$ cat config.mk
export PLATFORM = sky130hd
export DESIGN_NAME = lidar_roi_filter_cluster_flat
export DESIGN_NICKNAME = d
export VERILOG_FILES = /design/src/hw/rtl/lrf_pkg.sv /design/src/hw/rtl/lrf_if.sv /design/src/hw/rtl/lrf_regs.sv /design/src/hw/rtl/lrf_datapath.sv /design/src/hw/rtl/lrf_ctrl.sv /design/src/hw/rtl/lidar_roi_filter_cluster.sv /design/src/flat_wrapper.sv
export SDC_FILE = /design/constraint.sdc
export NUM_CORES = 2
export LEC_CHECK = 0
export ABC_CLOCK_PERIOD_IN_PS = 13900
export CELL_PAD_IN_SITES_DETAIL_PLACEMENT = 1
export CELL_PAD_IN_SITES_GLOBAL_PLACEMENT = 1
export CORE_MARGIN = 2
export CORE_UTILIZATION = 52
export DETAILED_ROUTE_END_ITERATION = 10
export DONT_BUFFER_PORTS = 1
export PLACE_DENSITY_LB_ADDON = 0.1
export REMOVE_ABC_BUFFERS = 1
export SKIP_CTS_REPAIR_TIMING = 1
export SLEW_MARGIN = 20
export SYNTH_ARGS = -nofsm -noshare
export SYNTH_HDL_FRONTEND = slang
export SYNTH_SLANG_ARGS = --single-unit
$ cat constraint.sdc
create_clock -name i_clk -period 13.9 [get_ports i_clk]
set_input_delay 0.695 -clock i_clk [delete_from_list [all_inputs] [get_ports i_clk]]
set_output_delay 0.695 -clock i_clk [all_outputs]
set_load 0.01 [all_outputs]
$ cat src/hw/rtl/lrf_pkg.sv
// Shared types, constants and tables of the lidar ROI filter and clusterer.
package lrf_pkg;

    localparam int MAX_BEAMS    = 2048;
    localparam int MIN_PTS      = 3;
    localparam int MIN_SIZE_MM  = 60;
    localparam int TRIG_BITS    = 10;
    localparam int CORDIC_STEPS = 16;
    localparam int CORDIC_GAIN  = 39797;
    localparam int COUNT_MAX    = 4095;
    localparam int CNT_W        = $clog2(MAX_BEAMS + 1);
    localparam int STEP_W       = $clog2(CORDIC_STEPS);
    localparam int NREGS        = 8;
    localparam int ADDR_W       = $clog2(NREGS) + 2;

    localparam logic [2:0] REG_RNG_LO    = 3'd0;
    localparam logic [2:0] REG_RNG_HI    = 3'd1;
    localparam logic [2:0] REG_ROI_XMIN  = 3'd2;
    localparam logic [2:0] REG_ROI_XMAX  = 3'd3;
    localparam logic [2:0] REG_ROI_YBASE = 3'd4;
    localparam logic [2:0] REG_ROI_YRATE = 3'd5;
    localparam logic [2:0] REG_CLUS_TOL  = 3'd6;
    localparam logic [2:0] REG_EMERG     = 3'd7;

    typedef struct packed {
        logic        [15:0] rng_lo;
        logic        [15:0] rng_hi;
        logic signed [15:0] roi_x_min;
        logic signed [15:0] roi_x_max;
        logic        [14:0] roi_y_base;
        logic        [15:0] roi_y_rate;
        logic        [15:0] cluster_tol;
        logic        [15:0] emergency_dist;
    } t_cfg;

    typedef enum logic [3:0] {
        OP_NONE, OP_LOAD, OP_ROT, OP_MULX, OP_MULY, OP_WIDTH, OP_TOL,
        OP_DX2, OP_DY2, OP_GROW, OP_CLOSE, OP_START, OP_SUMMARY
    } t_op;

    typedef struct packed {
        t_op               op;
        logic [STEP_W-1:0] step;
    } t_cmd;

    typedef struct packed {
        logic in_valid;
        logic take;
        logic in_roi;
        logic box_open;
        logic join_ok;
        logic last;
        logic out_free;
    } t_sts;

    function automatic logic signed [31:0] atan_val(input logic [STEP_W-1:0] i);
        logic signed [31:0] v;
        case (i)
            4'd0:    v = 32'sd536870912;
            4'd1:    v = 32'sd316933406;
            4'd2:    v = 32'sd167458907;
            4'd3:    v = 32'sd85004756;
            4'd4:    v = 32'sd42667331;
            4'd5:    v = 32'sd21354465;
            4'd6:    v = 32'sd10679838;
            4'd7:    v = 32'sd5340245;
            4'd8:    v = 32'sd2670163;
            4'd9:    v = 32'sd1335087;
            4'd10:   v = 32'sd667544;
            4'd11:   v = 32'sd333772;
            4'd12:   v = 32'sd166886;
            4'd13:   v = 32'sd83443;
            4'd14:   v = 32'sd41722;
            default: v = 32'sd20861;
        endcase
        return v;
    endfunction

endpackage

$ cat src/hw/rtl/lrf_if.sv
// Beam and result channel interfaces.
interface lrf_in_if;
    logic        valid;
    logic        ready;
    logic [15:0] range_mm;
    logic        range_valid;
    logic [15:0] beam_angle;
    logic        last_beam;
    modport source (output valid, range_mm, range_valid, beam_angle, last_beam, input ready);
    modport sink   (input valid, range_mm, range_valid, beam_angle, last_beam, output ready);
endinterface

interface lrf_out_if;
    logic               valid;
    logic               ready;
    logic               kind;
    logic signed [15:0] box_x_min;
    logic signed [15:0] box_x_max;
    logic signed [15:0] box_y_min;
    logic signed [15:0] box_y_max;
    logic        [11:0] point_total;
    logic        [15:0] nearest_dist;
    logic               emergency;
    logic               last;
    modport source (output valid, kind, box_x_min, box_x_max, box_y_min, box_y_max,
                    point_total, nearest_dist, emergency, last, input ready);
    modport sink   (input valid, kind, box_x_min, box_x_max, box_y_min, box_y_max,
                    point_total, nearest_dist, emergency, last, output ready);
endinterface

$ cat src/hw/rtl/lrf_regs.sv
// APB configuration registers.
module lrf_regs (
    input  logic                       i_clk,
    input  logic                       i_rst_n,
    input  logic                       psel,
    input  logic                       penable,
    input  logic                       pwrite,
    input  logic [lrf_pkg::ADDR_W-1:0] paddr,
    input  logic [31:0]                pwdata,
    output logic [31:0]                prdata,
    output logic                       pready,
    output lrf_pkg::t_cfg              o_cfg
);
    lrf_pkg::t_cfg r_cfg;
    logic [2:0]    idx;
    logic          wr;

    assign idx    = paddr[lrf_pkg::ADDR_W-1:2];
    assign wr     = psel && penable && pwrite;
    assign pready = 1'b1;
    assign o_cfg  = r_cfg;

    always_ff @(posedge i_clk) begin
        if (!i_rst_n) begin
            r_cfg.rng_lo         <= 16'd150;
            r_cfg.rng_hi         <= 16'd3000;
            r_cfg.roi_x_min      <= 16'sd300;
            r_cfg.roi_x_max      <= 16'sd1000;
            r_cfg.roi_y_base     <= 15'd200;
            r_cfg.roi_y_rate     <= 16'd6554;
            r_cfg.cluster_tol    <= 16'd100;
            r_cfg.emergency_dist <= 16'd200;
        end else if (wr) begin
            case (idx)
                lrf_pkg::REG_RNG_LO:    r_cfg.rng_lo         <= pwdata[15:0];
                lrf_pkg::REG_RNG_HI:    r_cfg.rng_hi         <= pwdata[15:0];
                lrf_pkg::REG_ROI_XMIN:  r_cfg.roi_x_min      <= pwdata[15:0];
                lrf_pkg::REG_ROI_XMAX:  r_cfg.roi_x_max      <= pwdata[15:0];
                lrf_pkg::REG_ROI_YBASE: r_cfg.roi_y_base     <= pwdata[14:0];
                lrf_pkg::REG_ROI_YRATE: r_cfg.roi_y_rate     <= pwdata[15:0];
                lrf_pkg::REG_CLUS_TOL:  r_cfg.cluster_tol    <= pwdata[15:0];
                lrf_pkg::REG_EMERG:     r_cfg.emergency_dist <= pwdata[15:0];
                default: ;
            endcase
        end
    end

    always_comb begin
        case (idx)
            lrf_pkg::REG_RNG_LO:    prdata = {16'd0, r_cfg.rng_lo};
            lrf_pkg::REG_RNG_HI:    prdata = {16'd0, r_cfg.rng_hi};
            lrf_pkg::REG_ROI_XMIN:  prdata = {16'd0, r_cfg.roi_x_min};
            lrf_pkg::REG_ROI_XMAX:  prdata = {16'd0, r_cfg.roi_x_max};
            lrf_pkg::REG_ROI_YBASE: prdata = {17'd0, r_cfg.roi_y_base};
            lrf_pkg::REG_ROI_YRATE: prdata = {16'd0, r_cfg.roi_y_rate};
            lrf_pkg::REG_CLUS_TOL:  prdata = {16'd0, r_cfg.cluster_tol};
            lrf_pkg::REG_EMERG:     prdata = {16'd0, r_cfg.emergency_dist};
            default:                prdata = 32'd0;
        endcase
    end
endmodule

$ cat src/hw/rtl/lrf_datapath.sv
// Datapath: CORDIC, coordinate products, ROI test, box store and result word.
module lrf_datapath (
    input  logic          i_clk,
    input  logic          i_rst_n,
    input  lrf_pkg::t_cfg i_cfg,
    input  lrf_pkg::t_cmd i_cmd,
    output lrf_pkg::t_sts o_sts,
    lrf_in_if.sink        in_ch,
    lrf_out_if.source     out_ch
);
    localparam logic [15:0] ANG_MASK = 16'hFFFF << (16 - lrf_pkg::TRIG_BITS);

    logic        [15:0]            r_range;
    logic                          r_last;
    logic                          r_take;
    logic        [lrf_pkg::CNT_W-1:0] r_cnt;
    logic                          r_flip;
    logic signed [19:0]            r_cx, r_cy;
    logic signed [31:0]            r_cz;
    logic signed [19:0]            r_px, r_py;
    logic signed [17:0]            r_w;
    logic        [31:0]            r_tol2, r_dx2, r_dy2;
    logic                          r_open;
    logic signed [15:0]            r_xmin, r_xmax, r_ymin, r_ymax;
    logic        [11:0]            r_count;
    logic        [15:0]            r_near;
    logic                          r_emerg;
    logic                          r_ov;
    logic                          r_okind, r_olast, r_oemerg;
    logic signed [15:0]            r_oxmin, r_oxmax, r_oymin, r_oymax;
    logic        [11:0]            r_ocount;
    logic        [15:0]            r_onear;

    logic        [15:0] q0, qf, qsum;
    logic               flip0;
    logic signed [19:0] cos_v, sin_v, mul_c;
    logic signed [36:0] prod;
    logic signed [19:0] prod_r;
    logic signed [32:0] wprod;
    logic signed [15:0] px16, py16, dsel_p, dsel_min, dsel_max;
    logic signed [16:0] d_lo, d_hi;
    logic        [15:0] dabs;
    logic        [31:0] dsq;
    logic signed [20:0] ay, wext;
    logic               in_x, in_y, join_ok, box_ok, emit_box;
    logic signed [16:0] ext_x, ext_y;
    logic        [15:0] cand;
    logic               out_free;

    // angle fold into the right half-plane
    always_comb begin
        q0    = in_ch.beam_angle & ANG_MASK;
        qsum  = q0 + 16'h4000;
        flip0 = qsum[15];
        qf    = flip0 ? (q0 ^ 16'h8000) : q0;
    end

    assign cos_v  = r_flip ? -r_cx : r_cx;
    assign sin_v  = r_flip ? -r_cy : r_cy;
    assign mul_c  = (i_cmd.op == lrf_pkg::OP_MULY) ? sin_v : cos_v;
    assign prod   = $signed({21'd0, r_range}) * 37'(mul_c) + 37'sd32768;
    assign prod_r = prod[35:16];

    assign px16  = r_px[15:0];
    assign py16  = (r_py > 20'sd32767) ? 16'sh7FFF :
                   (r_py < -20'sd32768) ? 16'sh8000 : r_py[15:0];
    assign wprod = 33'(px16) * $signed({17'd0, i_cfg.roi_y_rate});

    // edge distance on one axis, shared by both distance steps
    always_comb begin
        if (i_cmd.op == lrf_pkg::OP_DY2) begin
            dsel_p = py16; dsel_min = r_ymin; dsel_max = r_ymax;
        end else begin
            dsel_p = px16; dsel_min = r_xmin; dsel_max = r_xmax;
        end
        d_lo = 17'(dsel_min) - 17'(dsel_p);
        d_hi = 17'(dsel_p) - 17'(dsel_max);
        if (dsel_p < dsel_min)      dabs = d_lo[15:0];
        else if (dsel_p > dsel_max) dabs = d_hi[15:0];
        else                        dabs = 16'd0;
        dsq = 32'(dabs) * 32'(dabs);
    end

    assign in_x    = (r_px >= 20'(i_cfg.roi_x_min)) && (r_px <= 20'(i_cfg.roi_x_max));
    assign ay      = (r_py < 0) ? -21'(r_py) : 21'(r_py);
    assign wext    = 21'(r_w);
    assign in_y    = ay <= wext;
    assign join_ok = ({1'b0, r_dx2} + {1'b0, r_dy2}) <= {1'b0, r_tol2};

    assign ext_x  = 17'(r_xmax) - 17'(r_xmin);
    assign ext_y  = 17'(r_ymax) - 17'(r_ymin);
    assign box_ok = ((ext_x >= 17'(lrf_pkg::MIN_SIZE_MM)) ||
                     (ext_y >= 17'(lrf_pkg::MIN_SIZE_MM))) &&
                    (r_count >= 12'(lrf_pkg::MIN_PTS));
    assign cand     = r_xmin[15] ? 16'd0 : r_xmin;
    assign emit_box = (i_cmd.op == lrf_pkg::OP_CLOSE) && r_open && box_ok;
    assign out_free = !r_ov || out_ch.ready;

    assign in_ch.ready = 1'b0 | (i_cmd.op == lrf_pkg::OP_LOAD);

    assign o_sts.in_valid = in_ch.valid;
    assign o_sts.take     = r_take;
    assign o_sts.in_roi   = in_x && in_y;
    assign o_sts.box_open = r_open;
    assign o_sts.join_ok  = join_ok;
    assign o_sts.last     = r_last;
    assign o_sts.out_free = out_free;

    assign out_ch.valid        = r_ov;
    assign out_ch.kind         = r_okind;
    assign out_ch.box_x_min    = r_oxmin;
    assign out_ch.box_x_max    = r_oxmax;
    assign out_ch.box_y_min    = r_oymin;
    assign out_ch.box_y_max    = r_oymax;
    assign out_ch.point_total  = r_ocount;
    assign out_ch.nearest_dist = r_onear;
    assign out_ch.emergency    = r_oemerg;
    assign out_ch.last         = r_olast;

    always_ff @(posedge i_clk) begin
        if (!i_rst_n) begin
            r_cnt   <= '0;
            r_take  <= 1'b0;
            r_last  <= 1'b0;
            r_open  <= 1'b0;
            r_xmin  <= '0;
            r_xmax  <= '0;
            r_ymin  <= '0;
            r_ymax  <= '0;
            r_count <= '0;
            r_near  <= 16'hFFFF;
            r_emerg <= 1'b0;
            r_ov    <= 1'b0;
        end else begin
            // load a new word, else drop the old one once taken
            if (emit_box || (i_cmd.op == lrf_pkg::OP_SUMMARY)) r_ov <= 1'b1;
            else if (out_ch.ready)                              r_ov <= 1'b0;
            case (i_cmd.op)
                lrf_pkg::OP_LOAD: begin
                    r_range <= in_ch.range_mm;
                    r_last  <= in_ch.last_beam;
                    r_flip  <= flip0;
                    r_cx    <= 20'sd39797;
                    r_cy    <= '0;
                    r_cz    <= {qf, 16'd0};
                    if (r_cnt < lrf_pkg::CNT_W'(lrf_pkg::MAX_BEAMS)) begin
                        r_cnt  <= r_cnt + 1'b1;
                        r_take <= in_ch.range_valid &&
                                  (in_ch.range_mm >= i_cfg.rng_lo) &&
                                  (in_ch.range_mm <= i_cfg.rng_hi);
                    end else begin
                        r_take <= 1'b0;
                    end
                end
                lrf_pkg::OP_ROT: begin
                    if (!r_cz[31]) begin
                        r_cx <= r_cx - (r_cy >>> i_cmd.step);
                        r_cy <= r_cy + (r_cx >>> i_cmd.step);
                        r_cz <= r_cz - lrf_pkg::atan_val(i_cmd.step);
                    end else begin
                        r_cx <= r_cx + (r_cy >>> i_cmd.step);
                        r_cy <= r_cy - (r_cx >>> i_cmd.step);
                        r_cz <= r_cz + lrf_pkg::atan_val(i_cmd.step);
                    end
                end
                lrf_pkg::OP_MULX:  r_px <= prod_r;
                lrf_pkg::OP_MULY:  r_py <= prod_r;
                lrf_pkg::OP_WIDTH: r_w  <= 18'($signed(wprod[32:16])) +
                                           18'(i_cfg.roi_y_base);
                lrf_pkg::OP_TOL:   r_tol2 <= 32'(i_cfg.cluster_tol) * 32'(i_cfg.cluster_tol);
                lrf_pkg::OP_DX2:   r_dx2 <= dsq;
                lrf_pkg::OP_DY2:   r_dy2 <= dsq;
                lrf_pkg::OP_GROW: begin
                    if (px16 < r_xmin) r_xmin <= px16;
                    if (px16 > r_xmax) r_xmax <= px16;
                    if (py16 < r_ymin) r_ymin <= py16;
                    if (py16 > r_ymax) r_ymax <= py16;
                    if (r_count != 12'(lrf_pkg::COUNT_MAX)) r_count <= r_count + 1'b1;
                end
                lrf_pkg::OP_CLOSE: begin
                    r_open <= 1'b0;
                    if (emit_box) begin
                        if (cand < r_near) r_near <= cand;
                        if (17'(r_xmin) < $signed({1'b0, i_cfg.emergency_dist}))
                            r_emerg <= 1'b1;
                        r_okind  <= 1'b0;
                        r_oxmin  <= r_xmin;
                        r_oxmax  <= r_xmax;
                        r_oymin  <= r_ymin;
                        r_oymax  <= r_ymax;
                        r_ocount <= r_count;
                        r_onear  <= '0;
                        r_oemerg <= 1'b0;
                        r_olast  <= 1'b0;
                    end
                end
                lrf_pkg::OP_START: begin
                    r_open  <= 1'b1;
                    r_xmin  <= px16;
                    r_xmax  <= px16;
                    r_ymin  <= py16;
                    r_ymax  <= py16;
                    r_count <= 12'd1;
                end
                lrf_pkg::OP_SUMMARY: begin
                    r_okind  <= 1'b1;
                    r_oxmin  <= '0;
                    r_oxmax  <= '0;
                    r_oymin  <= '0;
                    r_oymax  <= '0;
                    r_ocount <= '0;
                    r_onear  <= r_near;
                    r_oemerg <= r_emerg;
                    r_olast  <= 1'b1;
                    r_near   <= 16'hFFFF;
                    r_emerg  <= 1'b0;
                    r_cnt    <= '0;
                    r_open   <= 1'b0;
                end
                default: ;
            endcase
        end
    end
endmodule

$ cat src/hw/rtl/lrf_ctrl.sv
// Sequencer for one beam word at a time.
module lrf_ctrl (
    input  logic          i_clk,
    input  logic          i_rst_n,
    input  lrf_pkg::t_sts i_sts,
    output lrf_pkg::t_cmd o_cmd
);
    typedef enum logic [3:0] {
        S_IDLE, S_DECIDE, S_ROT, S_MULX, S_MULY, S_WIDTH, S_ROI, S_TOL,
        S_DX2, S_DY2, S_JOIN, S_CLOSE, S_START, S_LAST, S_FIN, S_SUM
    } t_state;

    t_state                     r_state, n_state;
    logic [lrf_pkg::STEP_W-1:0] r_step, n_step;

    always_comb begin
        n_state    = r_state;
        n_step     = r_step;
        o_cmd.op   = lrf_pkg::OP_NONE;
        o_cmd.step = r_step;
        case (r_state)
            S_IDLE: if (i_sts.in_valid) begin
                o_cmd.op = lrf_pkg::OP_LOAD;
                n_state  = S_DECIDE;
            end
            S_DECIDE: begin
                n_step  = '0;
                n_state = i_sts.take ? S_ROT : S_LAST;
            end
            S_ROT: begin
                o_cmd.op = lrf_pkg::OP_ROT;
                n_step   = r_step + 1'b1;
                if (r_step == lrf_pkg::STEP_W'(lrf_pkg::CORDIC_STEPS - 1)) n_state = S_MULX;
            end
            S_MULX:  begin o_cmd.op = lrf_pkg::OP_MULX;  n_state = S_MULY;  end
            S_MULY:  begin o_cmd.op = lrf_pkg::OP_MULY;  n_state = S_WIDTH; end
            S_WIDTH: begin o_cmd.op = lrf_pkg::OP_WIDTH; n_state = S_ROI;   end
            S_ROI: begin
                if (!i_sts.in_roi)        n_state = S_LAST;
                else if (i_sts.box_open)  n_state = S_TOL;
                else                      n_state = S_START;
            end
            S_TOL: begin o_cmd.op = lrf_pkg::OP_TOL; n_state = S_DX2; end
            S_DX2: begin o_cmd.op = lrf_pkg::OP_DX2; n_state = S_DY2; end
            S_DY2: begin o_cmd.op = lrf_pkg::OP_DY2; n_state = S_JOIN; end
            S_JOIN: begin
                if (i_sts.join_ok) begin
                    o_cmd.op = lrf_pkg::OP_GROW;
                    n_state  = S_LAST;
                end else begin
                    n_state = S_CLOSE;
                end
            end
            // hold until the result register can take a box word
            S_CLOSE: if (i_sts.out_free) begin
                o_cmd.op = lrf_pkg::OP_CLOSE;
                n_state  = S_START;
            end
            S_START: begin o_cmd.op = lrf_pkg::OP_START; n_state = S_LAST; end
            S_LAST:  n_state = i_sts.last ? S_FIN : S_IDLE;
            S_FIN: if (i_sts.out_free) begin
                o_cmd.op = lrf_pkg::OP_CLOSE;
                n_state  = S_SUM;
            end
            S_SUM: if (i_sts.out_free) begin
                o_cmd.op = lrf_pkg::OP_SUMMARY;
                n_state  = S_IDLE;
            end
            default: n_state = S_IDLE;
        endcase
    end

    always_ff @(posedge i_clk) begin
        if (!i_rst_n) begin
            r_state <= S_IDLE;
            r_step  <= '0;
        end else begin
            r_state <= n_state;
            r_step  <= n_step;
        end
    end
endmodule

$ cat src/hw/rtl/lidar_roi_filter_cluster.sv
// Lidar ROI filter with sequential bounding-box clustering, top level.
// Beams are taken one word at a time. A beam that is dropped (invalid, out of
// range window or past the beam limit) skips the CORDIC; a beam that becomes a
// point runs the 16-step CORDIC that shares one shift-add unit, plus the
// product, width and distance steps: it may fall outside the region, open a
// box, join the open box, or close it and open a new one. The final beam of a
// scan adds the last box close and the summary, so up to 2 result words. The
// close and summary steps wait while a result word is still held for the sink.
// Results leave through a one-word output register.
module lidar_roi_filter_cluster (
    input  logic                       i_clk,
    input  logic                       i_rst_n,
    input  logic                       psel,
    input  logic                       penable,
    input  logic                       pwrite,
    input  logic [lrf_pkg::ADDR_W-1:0] paddr,
    input  logic [31:0]                pwdata,
    output logic [31:0]                prdata,
    output logic                       pready,
    lrf_in_if.sink                     i_in,
    lrf_out_if.source                  o_out
);
    lrf_pkg::t_cfg cfg;
    lrf_pkg::t_cmd cmd;
    lrf_pkg::t_sts sts;

    lrf_regs u_regs (
        .i_clk, .i_rst_n, .psel, .penable, .pwrite, .paddr, .pwdata,
        .prdata, .pready, .o_cfg(cfg)
    );

    lrf_ctrl u_ctrl (
        .i_clk, .i_rst_n, .i_sts(sts), .o_cmd(cmd)
    );

    lrf_datapath u_dp (
        .i_clk, .i_rst_n, .i_cfg(cfg), .i_cmd(cmd), .o_sts(sts),
        .in_ch(i_in), .out_ch(o_out)
    );
endmodule

$ cat src/flat_wrapper.sv
// flat-port wrapper written by rule: the top's interface ports become plain ports
module lidar_roi_filter_cluster_flat 
  (i_clk, i_rst_n, psel, penable, pwrite, paddr, pwdata, prdata, pready, i_in_valid, i_in_range_mm, i_in_range_valid, i_in_beam_angle, i_in_last_beam, i_in_ready, o_out_valid, o_out_kind, o_out_box_x_min, o_out_box_x_max, o_out_box_y_min, o_out_box_y_max, o_out_point_total, o_out_nearest_dist, o_out_emergency, o_out_last, o_out_ready);
  lrf_in_if i_in_i ();
  lrf_out_if o_out_i ();
  input  logic i_clk;
  input  logic i_rst_n;
  input  logic psel;
  input  logic penable;
  input  logic pwrite;
  input  logic [lrf_pkg::ADDR_W-1:0] paddr;
  input  logic [31:0] pwdata;
  output logic [31:0] prdata;
  output logic pready;
  input wire logic [$bits(i_in_i.valid)-1:0] i_in_valid;
  input wire logic [$bits(i_in_i.range_mm)-1:0] i_in_range_mm;
  input wire logic [$bits(i_in_i.range_valid)-1:0] i_in_range_valid;
  input wire logic [$bits(i_in_i.beam_angle)-1:0] i_in_beam_angle;
  input wire logic [$bits(i_in_i.last_beam)-1:0] i_in_last_beam;
  output wire logic [$bits(i_in_i.ready)-1:0] i_in_ready;
  output wire logic [$bits(o_out_i.valid)-1:0] o_out_valid;
  output wire logic [$bits(o_out_i.kind)-1:0] o_out_kind;
  output wire logic [$bits(o_out_i.box_x_min)-1:0] o_out_box_x_min;
  output wire logic [$bits(o_out_i.box_x_max)-1:0] o_out_box_x_max;
  output wire logic [$bits(o_out_i.box_y_min)-1:0] o_out_box_y_min;
  output wire logic [$bits(o_out_i.box_y_max)-1:0] o_out_box_y_max;
  output wire logic [$bits(o_out_i.point_total)-1:0] o_out_point_total;
  output wire logic [$bits(o_out_i.nearest_dist)-1:0] o_out_nearest_dist;
  output wire logic [$bits(o_out_i.emergency)-1:0] o_out_emergency;
  output wire logic [$bits(o_out_i.last)-1:0] o_out_last;
  input wire logic [$bits(o_out_i.ready)-1:0] o_out_ready;
  assign i_in_i.valid = i_in_valid;
  assign i_in_i.range_mm = i_in_range_mm;
  assign i_in_i.range_valid = i_in_range_valid;
  assign i_in_i.beam_angle = i_in_beam_angle;
  assign i_in_i.last_beam = i_in_last_beam;
  assign i_in_ready = i_in_i.ready;
  assign o_out_valid = o_out_i.valid;
  assign o_out_kind = o_out_i.kind;
  assign o_out_box_x_min = o_out_i.box_x_min;
  assign o_out_box_x_max = o_out_i.box_x_max;
  assign o_out_box_y_min = o_out_i.box_y_min;
  assign o_out_box_y_max = o_out_i.box_y_max;
  assign o_out_point_total = o_out_i.point_total;
  assign o_out_nearest_dist = o_out_i.nearest_dist;
  assign o_out_emergency = o_out_i.emergency;
  assign o_out_last = o_out_i.last;
  assign o_out_i.ready = o_out_ready;
  lidar_roi_filter_cluster u_core (.i_clk(i_clk), .i_rst_n(i_rst_n), .psel(psel), .penable(penable), .pwrite(pwrite), .paddr(paddr), .pwdata(pwdata), .prdata(prdata), .pready(pready), .i_in(i_in_i), .o_out(o_out_i));
endmodule
==> flow_summary.json <==
{
  "status": "finished, violations left",
  "violations": "DRC",
  "synthAdderAreaFrac": 0.361,
  "ys_ff_latch": 608,
  "finalCritPeriodShare": 0.935,
  "hpwl_um": 190000,
  "cts_root_buf": "clkbuf_16",
  "slew_headroom": 0.195,
  "cts_sinks": 608,
  "drv_slew": 0,
  "hp-start": "i_in_range_mm[7]",
  "start_util": 0.524,
  "core_area_um2": 144000,
  "antenna_left": 0,
  "endpoint_kind": "flop",
  "worstPathArrival_ns": 13.43,
  "rrSetupSlack_ns": 0.90,
  "h-tree-depth": 3,
  "nets": 9997,
  "synth_xor_area_frac": 0.0386,
  "final-setup-viol-count": 0,
  "cts_tree": "built",
  "drc_errors": 24,
  "die_h_um": 385,
  "ys_top_cells_by_count": "inv_1 (1321), nand2_1 (990), fa_1 (841)",
  "drv_cap": 0,
  "die_x_um": 385,
  "hold_ws_ns": 0.0714,
  "hold_end": "u_core.u_dp.r_range[7]$_DFFE_PP_",
  "synthMuxAreaShare": 0.0305,
  "wl_um": 247000,
  "slowest_delay_ns": 0.87,
  "cpMostUsedCell": "fa_1",
  "syn_area_per_cell_um2": 8.95,
  "synth_compound_area_frac": 0.117,
  "cts_buffers": 79,
  "hold_violations": 0,
  "ff2ff_path_depth": 36,
  "dpl_worst_slack_ns": 1.16,
  "synth_edf_count": 334,
  "worst_slew_pin_slew_ns": 1.21,
  "async_reset_ff_frac": 0,
  "netlist_instances": 8418,
  "overflow": 0,
  "crit_type": "flop to flop",
  "area_delta_synth_final_pct": 6.21,
  "grt_pass1_wl_um": 386000,
  "rsz0062_at_grt": "no",
  "synth_warnings": 0,
  "worst_slack_ns": 0.905,
  "synth_area_um2": 75300,
  "yosys.area_share.simple": 0.159,
  "worst_hold_path_type": "input pin to flop",
  "clock_latency_ns": 0.72,
  "grt_max_degree": 107,
  "critPathSlowestCell": "o22ai_1",
  "ctsLongestPathBuffers": 3,
  "worst_setup_path_start_kind": "flop",
  "clock_skew_ns": 0.0605,
  "cts.clk_slew.worst_paths_ns": 0.06,
  "place.gp.congestion": 0.985,
  "rows": 139,
  "vias": 60900,
  "r2r_start": "u_core.u_dp.r_py[17]$_DFFE_PP_",
  "regToRegEndpoint": "u_core.u_dp.r_dx2[31]$_DFFE_PP_",
  "fillCellCount": 16600,
  "vias_per_cell": 5.95,
  "grt_pass1_vias": 66400,
  "drtIter0Drc": 4113,
  "synth.area.top_cells": "fa_1 (22%), ha_1 (14%), edfxtp_1 (13%), dfxtp_1 (7.3%), inv_1 (6.6%)",
  "drive_above_1_share": 0.0496,
  "ys_seq_area_frac": 0.206,
  "fmax_mhz": 77.0,
  "ys_types": 96,
  "synth_top_area_share": 0.223,
  "io_buffers": 0,
  "layout_min_cycle_time_ns": 13.00,
  "io_pins": 208,
  "yosysMostFrequentCell": "inv_1",
  "dr.pass1.iters": 11,
  "design.die.area_um2": 148000,
  "setup-tns-final_ns": 0,
  "antenna_found_initial": 11,
  "track_usage": 0.339,
  "synth-main-ff-cell": "edfxtp_1",
  "wl_per_cell_um": 24.2,
  "cp.required_ns": 14.34,
  "min_path_cells": 0,
  "synth_top_family_by_area": "adder cells",
  "yosys.area.top_type": "fa_1",
  "cp_max_fo": 14
}
## registers in the layout (all words and copies together), names as in the netlist, 18 cells and up, named ones only
name / count
u_core.u_dp.r_cx: 20
u_core.u_dp.r_cy: 20
u_core.u_dp.r_cz: 32
u_core.u_dp.r_dx2: 31
u_core.u_dp.r_dy2: 31
u_core.u_dp.r_px: 20
u_core.u_dp.r_py: 20
u_core.u_dp.r_tol2: 31
u_core.u_dp.r_w: 18
u_core.u_regs.o_cfg: 127
## cell families (layout without fill, tap and decap cells)
group	count (synthesis)	in the layout
AND/OR/NAND/NOR	2548	2548
buffers and inverters	1710	1595
adder cells (fa/ha/maj)	1668	1668
AO/OA/AOI/OAI	1386	1386
flip-flops	608	608
XOR/XNOR	332	332
multiplexers	164	164
other	2	19
## worst max path at each step
stage,start,to,slack (ns)
after floorplan,u_core.u_ctrl.r_state[0]$_SDFFE_PN0P_,u_core.u_dp.r_dx2[31]$_DFFE_PP_,-2.80
after global placement,u_core.u_dp.r_py[19]$_DFFE_PP_,u_core.u_dp.r_dx2[31]$_DFFE_PP_,1.37
after detailed placement,u_core.u_dp.r_py[17]$_DFFE_PP_,u_core.u_dp.r_dy2[31]$_DFFE_PP_,1.16
after CTS,u_core.u_dp.r_py[17]$_DFFE_PP_,u_core.u_dp.r_dy2[31]$_DFFE_PP_,1.03
after global routing,u_core.u_dp.r_py[17]$_DFFE_PP_,u_core.u_dp.r_dy2[31]$_DFFE_PP_,0.18
final,u_core.u_dp.r_py[17]$_DFFE_PP_,u_core.u_dp.r_dx2[31]$_DFFE_PP_,0.90
## per-layer routing
| metal | track usage | part of all wire |
|---|---|---|
| met4 | 0.138 | 0.045 |
| met2 | 0.571 | 0.48 |
| met5 | 0 | 0.00019 |
| met3 | 0.0408 | 0.054 |
| met1 | 0.442 | 0.42 |
## cell usage in the layout, fill, tap and decap left out, drive strengths merged, types with 59 or more instances in the layout
master,n
o21a,59
xor2,127
clkbuf,95
o21ai,253
fa,841
nand2b,84
edfxtp,334
mux2i,87
a21oi,447
and2,372
nand3,145
nand2,990
inv,1329
o31ai,64
dfxtp,274
nor3,121
ha,825
nor2b,68
nor2,517
a21o,143
buf,121
xnor2,205
## stage by stage
step / instance area (µm²) / util / cells
floorplan: 73800 / - / 8051
global placement: 77300 / 0.538 / 10100
detailed placement: 77300 / 0.538 / 10100
CTS: 80000 / 0.557 / 10200
global route: 80000 / 0.557 / 10200
finish: 80000 / 0.557 / 10200
## worst max-delay path: cells and delay by family, from the launching register on
| family | cells | cell delay (ns) |
|---|---|---|
| compound gates | 12 | 4.77 |
| xor+xnor | 2 | 0.36 |
| fa+ha+maj | 8 | 3.65 |
| buf+inv | 6 | 0.87 |
| flops | 1 | 0.51 |
| simple gates | 8 | 2.52 |
## final cells by class
class,count,area (µm²),share of cell area
diodes,1,2.50,0.0000313
clock buffers,95,2110,0.0264
clock inverters,52,623,0.00779
inverters,1327,4990,0.0623
multi-input cells,6116,53500,0.668
flip-flops and latches,608,15500,0.194
well taps,1903,2380,0.0298
repair buffers,121,908,0.0114
Power is not shown: default switching activity piles up to over one toggle a cycle in this logic, so the estimate is an artifact.
